`config.mk`:
```
export PLATFORM = sky130hd
export DESIGN_NAME = piexu_front
export DESIGN_NICKNAME = d
export VERILOG_FILES = /design/src/sv/powerpc_integer_execute_unit_defines.svh /design/src/sv/piexu_pkg.sv /design/src/sv/piexu_front.sv
export SDC_FILE = /design/constraint.sdc
export NUM_CORES = 1
export LEC_CHECK = 0
export ABC_AREA = 1
export ABC_CLOCK_PERIOD_IN_PS = 5200
export BUFFER_PORTS_ARGS = -buffer_cell sky130_fd_sc_hd__buf_4
export CAP_MARGIN = 0
export CORE_ASPECT_RATIO = 2
export CORE_MARGIN = 5
export CORE_UTILIZATION = 50
export DETAILED_ROUTE_END_ITERATION = 10
export PLACE_DENSITY = 0.76
export SLEW_MARGIN = 25
export SYNTH_ARGS = -nofsm -noshare
export SYNTH_HDL_FRONTEND = slang
export SYNTH_SLANG_ARGS = --single-unit
```
`constraint.sdc`:
```
create_clock -name clock -period 5.2 [get_ports clock]
set_input_delay 0.52 -clock clock [delete_from_list [all_inputs] [get_ports clock]]
set_output_delay 0.52 -clock clock [all_outputs]
set_load 0.02 [all_outputs]
```
`src/sv/powerpc_integer_execute_unit_defines.svh`:
```
// Assertion macros for the integer execute unit.
`ifndef POWERPC_INTEGER_EXECUTE_UNIT_DEFINES_SVH
`define POWERPC_INTEGER_EXECUTE_UNIT_DEFINES_SVH

// Same-cycle implication.
`define PIEXU_ASSERT_IMPL(name, clk, rst, ante, cons, msg) \
   name: assert property (@(posedge clk) disable iff (rst) (ante) |-> (cons)) \
      else $error(msg);

// Next-cycle implication.
`define PIEXU_ASSERT_NEXT(name, clk, rst, ante, cons, msg) \
   name: assert property (@(posedge clk) disable iff (rst) (ante) |=> (cons)) \
      else $error(msg);

`endif

```
`src/sv/piexu_pkg.sv`:
```
`default_nettype none
package piexu_pkg;

   localparam logic [31:0] ALL_ONES = 32'hFFFF_FFFF;
   localparam logic [31:0] SIGN_BIT = 32'h8000_0000;
   localparam logic [3:0]  CR_LT    = 4'h8;
   localparam logic [3:0]  CR_GT    = 4'h4;
   localparam logic [3:0]  CR_EQ    = 4'h2;

   typedef enum logic [5:0] {
      ACT_ADDI = 6'd0, ACT_ADDIC, ACT_ADDIC_RC, ACT_ADDIS, ACT_ANDI_RC, ACT_ANDIS_RC,
      ACT_CMPI, ACT_CMPLI, ACT_MULLI, ACT_ORI, ACT_ORIS, ACT_SUBFIC, ACT_TWI, ACT_XORI,
      ACT_XORIS, ACT_RLWIMI, ACT_RLWINM, ACT_RLWNM, ACT_AND, ACT_ANDC, ACT_CMP, ACT_CMPL,
      ACT_CNTLZW, ACT_EQV, ACT_EXTSB, ACT_EXTSH, ACT_NAND, ACT_NOR, ACT_OR, ACT_ORC,
      ACT_SLW, ACT_SRAW, ACT_SRAWI, ACT_SRW, ACT_TW, ACT_XOR, ACT_ADD, ACT_ADDC, ACT_ADDE,
      ACT_ADDME, ACT_ADDZE, ACT_DIVW, ACT_DIVWU, ACT_MULHW, ACT_MULHWU, ACT_MULLW, ACT_NEG,
      ACT_SUBF, ACT_SUBFC, ACT_SUBFE, ACT_SUBFME, ACT_SUBFZE
   } action_type;

   typedef enum logic [2:0] {
      UNIT_NONE, UNIT_ALU, UNIT_MUL, UNIT_DIV, UNIT_CLZ
   } unit_type;

   typedef enum logic [3:0] {
      ST_IDLE, ST_READ, ST_READ_RD, ST_EXEC, ST_MUL_FIX, ST_DIV, ST_DIV_FIX, ST_CLZ,
      ST_DONE
   } back_state_type;

   typedef struct packed {
      unit_type unit;
      logic     wr;
      logic     rec;
      logic     cmp;
   } decode_type;

   typedef struct packed {
      action_type  action;
      decode_type  dec;
      logic [4:0]  rd;
      logic [4:0]  ra;
      logic [4:0]  rb;
      logic [15:0] imm;
      logic [4:0]  sh;
      logic [4:0]  mb;
      logic [4:0]  me;
      logic [2:0]  crf;
      logic [4:0]  to;
   } item_type;

   typedef struct packed {
      logic     valid;
      item_type item;
   } queue_head_type;

   typedef struct packed {
      logic [31:0] value;
      logic        wr;
      logic        carry;
      logic [3:0]  cr;
      logic        wcr;
      logic        trap;
   } result_type;

   function automatic decode_type decode_action(action_type act, logic rc);
      decode_type d;
      d.unit = UNIT_ALU;
      d.wr   = 1'b1;
      d.rec  = 1'b0;
      d.cmp  = 1'b0;
      case (act)
         ACT_ADDI, ACT_ADDIC, ACT_ADDIS, ACT_ORI, ACT_ORIS, ACT_SUBFIC, ACT_XORI,
         ACT_XORIS: begin
            d.rec = 1'b0;
         end
         ACT_ADDIC_RC, ACT_ANDI_RC, ACT_ANDIS_RC: begin
            d.rec = 1'b1;
         end
         ACT_CMPI, ACT_CMPLI, ACT_CMP, ACT_CMPL: begin
            d.wr  = 1'b0;
            d.cmp = 1'b1;
         end
         ACT_TWI, ACT_TW: begin
            d.wr = 1'b0;
         end
         ACT_MULLI: begin
            d.unit = UNIT_MUL;
         end
         ACT_MULHW, ACT_MULHWU, ACT_MULLW: begin
            d.unit = UNIT_MUL;
            d.rec  = rc;
         end
         ACT_DIVW, ACT_DIVWU: begin
            d.unit = UNIT_DIV;
            d.rec  = rc;
         end
         ACT_CNTLZW: begin
            d.unit = UNIT_CLZ;
            d.rec  = rc;
         end
         ACT_RLWIMI, ACT_RLWINM, ACT_RLWNM, ACT_AND, ACT_ANDC, ACT_EQV, ACT_EXTSB,
         ACT_EXTSH, ACT_NAND, ACT_NOR, ACT_OR, ACT_ORC, ACT_SLW, ACT_SRAW, ACT_SRAWI,
         ACT_SRW, ACT_XOR, ACT_ADD, ACT_ADDC, ACT_ADDE, ACT_ADDME, ACT_ADDZE, ACT_NEG,
         ACT_SUBF, ACT_SUBFC, ACT_SUBFE, ACT_SUBFME, ACT_SUBFZE: begin
            d.rec = rc;
         end
         default: begin
            d.unit = UNIT_NONE;
            d.wr   = 1'b0;
         end
      endcase
      return d;
   endfunction

   function automatic logic [3:0] cond_field(logic lt, logic gt, logic so);
      logic [3:0] f;
      f = lt ? CR_LT : (gt ? CR_GT : CR_EQ);
      return f | {3'b000, so};
   endfunction

   function automatic logic [3:0] lead_zeros8(logic [7:0] x);
      logic [3:0] n;
      logic       hit;
      n   = 4'd0;
      hit = 1'b0;
      for (int i = 7; i >= 0; i--) begin
         if (!hit) begin
            if (x[i]) begin
               hit = 1'b1;
            end else begin
               n = n + 4'd1;
            end
         end
      end
      return n;
   endfunction

endpackage
`default_nettype wire

```
`src/sv/piexu_front.sv`:
```
`default_nettype none
module piexu_front (
   input  wire logic                       clock,
   input  wire logic                       reset,
   input  wire logic                       push,
   output logic                            full,
   input  wire logic [5:0]                 req_action,
   input  wire logic [4:0]                 req_target_reg,
   input  wire logic [4:0]                 req_source_a_reg,
   input  wire logic [4:0]                 req_source_b_reg,
   input  wire logic [15:0]                req_immediate,
   input  wire logic [4:0]                 req_shift_amount,
   input  wire logic [4:0]                 req_mask_begin,
   input  wire logic [4:0]                 req_mask_end,
   input  wire logic                       req_record,
   input  wire logic [2:0]                 req_cr_target,
   input  wire logic [4:0]                 req_trap_conditions,
   input  wire logic                       head_pop,
   output piexu_pkg::queue_head_type       head
);
   import piexu_pkg::*;

   item_type   q_ff [2];
   logic       wptr_ff, rptr_ff;
   logic [1:0] cnt_ff;
   item_type   new_item;
   logic       do_push, do_pop;

   always_comb begin
      new_item.action = action_type'(req_action);
      new_item.dec    = decode_action(action_type'(req_action), req_record);
      new_item.rd     = req_target_reg;
      new_item.ra     = req_source_a_reg;
      new_item.rb     = req_source_b_reg;
      new_item.imm    = req_immediate;
      new_item.sh     = req_shift_amount;
      new_item.mb     = req_mask_begin;
      new_item.me     = req_mask_end;
      new_item.crf    = req_cr_target;
      new_item.to     = req_trap_conditions;
   end

   assign full       = (cnt_ff == 2'd2);
   assign do_push    = push && !full;
   assign do_pop     = head_pop && (cnt_ff != 2'd0);
   assign head.valid = (cnt_ff != 2'd0);
   assign head.item  = q_ff[rptr_ff];

   always_ff @(posedge clock) begin
      if (reset) begin
         wptr_ff <= 1'b0;
         rptr_ff <= 1'b0;
         cnt_ff  <= 2'd0;
      end else begin
         if (do_push) begin
            wptr_ff <= ~wptr_ff;
         end
         if (do_pop) begin
            rptr_ff <= ~rptr_ff;
         end
         cnt_ff <= cnt_ff + {1'b0, do_push} - {1'b0, do_pop};
      end
   end

   always_ff @(posedge clock) begin
      if (do_push) begin
         q_ff[wptr_ff] <= new_item;
      end
   end

endmodule
`default_nettype wire

```
# Yosys cells after proc, flatten, opt, wreduce, memory -nomap -nowiden
# Memory sizes are Yosys's and may differ from the RTL's. A register that Yosys moved wholly into a read port is not among the register bits.
# Index checks and enable logic that the tools add are counted.
# classes
muxes,8
reduce_logical,12
bitwise_logic,2
addsub,2
n_eq_ne,52
# ops
operator,count
equality test 6 bit (second input constant),20
equality test 6 x 5 -> 1 bit (second input constant),16
equality test 6 x 4 -> 1 bit (second input constant),8
OR reduction 46 bit,1
OR reduction 45 bit,1
OR reduction 34 bit,1
equality test 6 x 3 -> 1 bit (second input constant),4
equality test 6 x 2 -> 1 bit (second input constant),2
case mux 3 bit (4 select lines),1
OR reduction 4 bit,2
equality test 6 x 1 -> 1 bit (second input constant),1
logical NOT 6 bit,1
2-to-1 mux 1 bit,6
OR reduction 3 bit,1
adder 2 x 1 -> 2 bit,1
equality test 2 bit (second input constant),1
logical AND 1 bit,2
NOT 1 bit,2
case mux 1 bit (2 select lines),1
nonzero test 2 bit,1
OR reduction 2 bit,1
subtractor 2 x 1 -> 2 bit,1
logical NOT 1 bit,1
# totals
reg_bits,4
elab_cells,80
memories,1
mem_bits_rw,132
out_inout_bits,68
# mem_list
memory,depth,word_bits,rd,rd_ports_with_merged_regs,write_ports,line,rtl
q_ff,2,66,1,1,1,piexu_front.sv:23,item_type q_ff [2];

# Longest topological paths before layout
# logic_depth
depth_word,5
mapped_depth,9
depth_no_buf,9

# Worst setup path before layout
# Ideal clock, no wire load.
# synth_timing
path_type,input-to-reg
from,input push
to,"memory q_ff[1][0] (netlist bit), enable pin"
required_time_ns,4.708
setup_ns,0.492
path_buffers,0
path_slack_ns,1.284
path_stages,2
t_arrival_ns,3.424
cell_sequence,o21ai_1 > nor2_1
# synth_via
elab_chain_cells,3
# synth_lines
element,line,rtl
"start, declared",piexu_front.sv:5,"input wire logic push,"
logical AND 1 bit,piexu_front.sv:44,assign do_push = push && !full;
2-to-1 mux 1 bit,piexu_front.sv:66,if (do_push) begin
2-to-1 mux 1 bit (not written as such),piexu_front.sv:67,q_ff[wptr_ff] <= new_item;
"end, declared",piexu_front.sv:23,
# Every way passes these cells.

==> metrics <==
Tcrit/Tclk final 54.69%; initial antenna violation count 0; nets@finish 520; Slew @ Worst Pin about 0.86 ns; Die X 83 µm; fraction of the mapped netlist area in compound gates 0.8218%; synthesized area around 0.0053 mm²; max_cap viols 0; Routed met3 length approximately 570 µm; Peak VDD IR 407.4 µV; Vias/cell approximately 5; DRC 0; setup TNS 0 ns; Initial Util 50.86%; Post-Syn Nets about 370; Yosys reg bits between 100 and 150; Synth Area in Adders less than 1%; later-pin clock latency in the skew report between 0.4 and 0.5 ns; CP arrival roughly 2.3 ns; Ant. Diodes 0; TritonRoute pass-1 iters 5; clk slew on worst S/H paths 0.05 ns; non-filler cells, final 603; Critical R2R Capture q_ff[1][8]; unrepaired setup endpoints after global routing false; Metal-1 WL ~3600 µm; DIE HEIGHT 156 µm; GR Overflow Total 0; commonest non-fill, non-tap cell in the layout buf_4; XOR/XNOR share of the synthesized area 0.3287%; Post-DP HPWL slightly below 8000 µm; post-CTS setup buffers 0; Worst Hold Launch req_mask_begin[4]; Overall Global Routing Usage approximately 17%; CP Max Fanout 34; WL/cell 18.17 µm; aggregate routed wire length approximately 11000 µm; cell total after placement ~570; CP required between 4 and 5 ns; DP Area 0.006477 mm²; ys async rst share 0%; worst hold slack approximately 0.30 ns; worst relative slew slack a little over two fifths; largest net degree at the start of global routing 39; FILL cells 755; Synth area leaders edfxtp_1 74%, mux2_2 14%, dfxtp_1 1.9%; area delta synth->final 31.39%; Synth area leader edfxtp_1; fin crit period ~2.8 ns; Setup Skew around 0.011 ns; row cnt 53; total core area 0.01048 mm²; first-pass GRT wire length ~17000 µm; worst r2r src cnt_ff[1]; Warnings, synthesis 0; Lkg Pwr approximately 2.7 nW; Port Buffers 132; Clock Tree Buf Depth 2; Setup violations, final 0; register area share after synthesis about three quarters; max layer used met4; CTS Buf Count 17; CTS Sinks about 140; Crit Path Class flop to output port; Die Area between 0.01 and 0.015 mm²; Post-Synth Simple-Gate Area 6.058%; Max Fclk between 300 and 400 MHz; Hold Buf Count CTS 0; cell count of the worst reg-to-reg path 4; r2r setup slk between 2 and 3 ns; Pwr per Cell Area 497.6 mW/mm²; Worst Hold Depth 1; area share of the largest cell type after synthesis between 70% and 80%; via count roughly 3.1k; ys flop type edfxtp_1; EDFF count, synth between 100 and 150; CTS tree done; worst-case hold path end point q_ff[1][17]; Antenna Nets Post-Route 0; layout cells sized above 1 about half; startpoint types flop; Slew Limit Fails 0; Finished Core Util around two thirds; combinational family with the most area after synthesis multiplexers; Final Cell Area around 0.007 mm²; Top Ports around 130; worst hold path type primary input to flop; vias in the first global route roughly 3.3k; clock root buffer clkbuf_16; Mapped Avg Cell Area between 15 and 20 µm²; status complete, no violations; cell count after synthesis 307; most frequent cells in the layout 135 x buf_4, 132 x edfxtp_1, 66 x mux2_2; H-tree depth reported by CTS 4; Iter 0 DRT Violations 124; met2 wire len between 6000 and 7000 µm; Resized cells post-CTS 0; Hold Violations, Final 0; multiplexer area fraction after synthesis around 14%; routability-driven placement congestion ratio roughly 0.95; crit end category output port; number of different library cells in the post-synthesis netlist 25
## flip-flops by register name, indices dropped and copies added (netlist names), named ones only
| signal | cells |
|---|---|
| cnt_ff | 2 |
| rptr_ff | 1 |
| q_ff | 132 |
| wptr_ff | 1 |
## cell usage after synthesis, drive strengths merged (3+ instances only)
| library cell | count |
|---|---|
| nand4 | 3 |
| o21ai | 3 |
| dfxtp | 5 |
| buf | 8 |
| inv | 15 |
| nand2 | 27 |
| nor2 | 17 |
| mux2 | 66 |
| edfxtp | 132 |
| nand3 | 14 |
## critical path, stage by stage, from the launching register on
cell and delay (ns):
dfxtp_2 0.80, buf_4 0.52, mux2_2 0.40, buf_4 0.16
## layer usage
layer,track usage [%],vias to the layer above
met2,32.66,123
met5,0,-
met4,9.041,0
met3,6.342,20
met1,15.67,1504
li1,-,1445
## cells by family after synthesis
kind of cell	count (synthesis)
simple gates	69
flops	137
fa+ha+maj	2
compound gates	7
buf+inv	24
xor+xnor	2
mux	66
## stage by stage
| stage | power (mW) | setup slack [ns] |
|---|---|---|
| after floorplan | 2.076 | 1.284 |
| after global placement | 2.448 | 2.722 |
| after detailed placement | 2.470 | 2.665 |
| after CTS | 3.524 | 2.293 |
| after global routing | 3.634 | 2.207 |
| final | 3.484 | 2.356 |
## final cells by class
cell class	count	area (µm²)	area share (%)
Clock inverter	9	76.32	1.090
Tap cell	137	171.4	2.448
Sequential cell	137	4065	58.06
Inverter	16	60.06	0.8578
Clock buffer	23	447.9	6.397
Timing Repair Buffer	135	1013	14.47
Multi-Input combinational cell	146	1167	16.67
## power by group
group,total [mW],internal (mW),switching [mW]
Sequential,1.48,1.41,0.0675
Clock,1.05,0.651,0.400
Combinational,0.954,0.429,0.525
Total,3.48,2.49,0.993
## worst max path at each step
stage / endpoint / slack (ns) / depth (start not counted)
2_1_floorplan: q_ff[1][0] / 1.28 / 2
3_5_place_dp: q_ff[1][8] / 2.66 / 4
3_3_place_gp: q_ff[1][13] / 2.72 / 4
4_1_cts: head[32] / 2.29 / 3
5_1_grt: head[38] / 2.21 / 3
6_report: head[38] / 2.36 / 3
No activity file was read; power rests on OpenSTA's default activity.
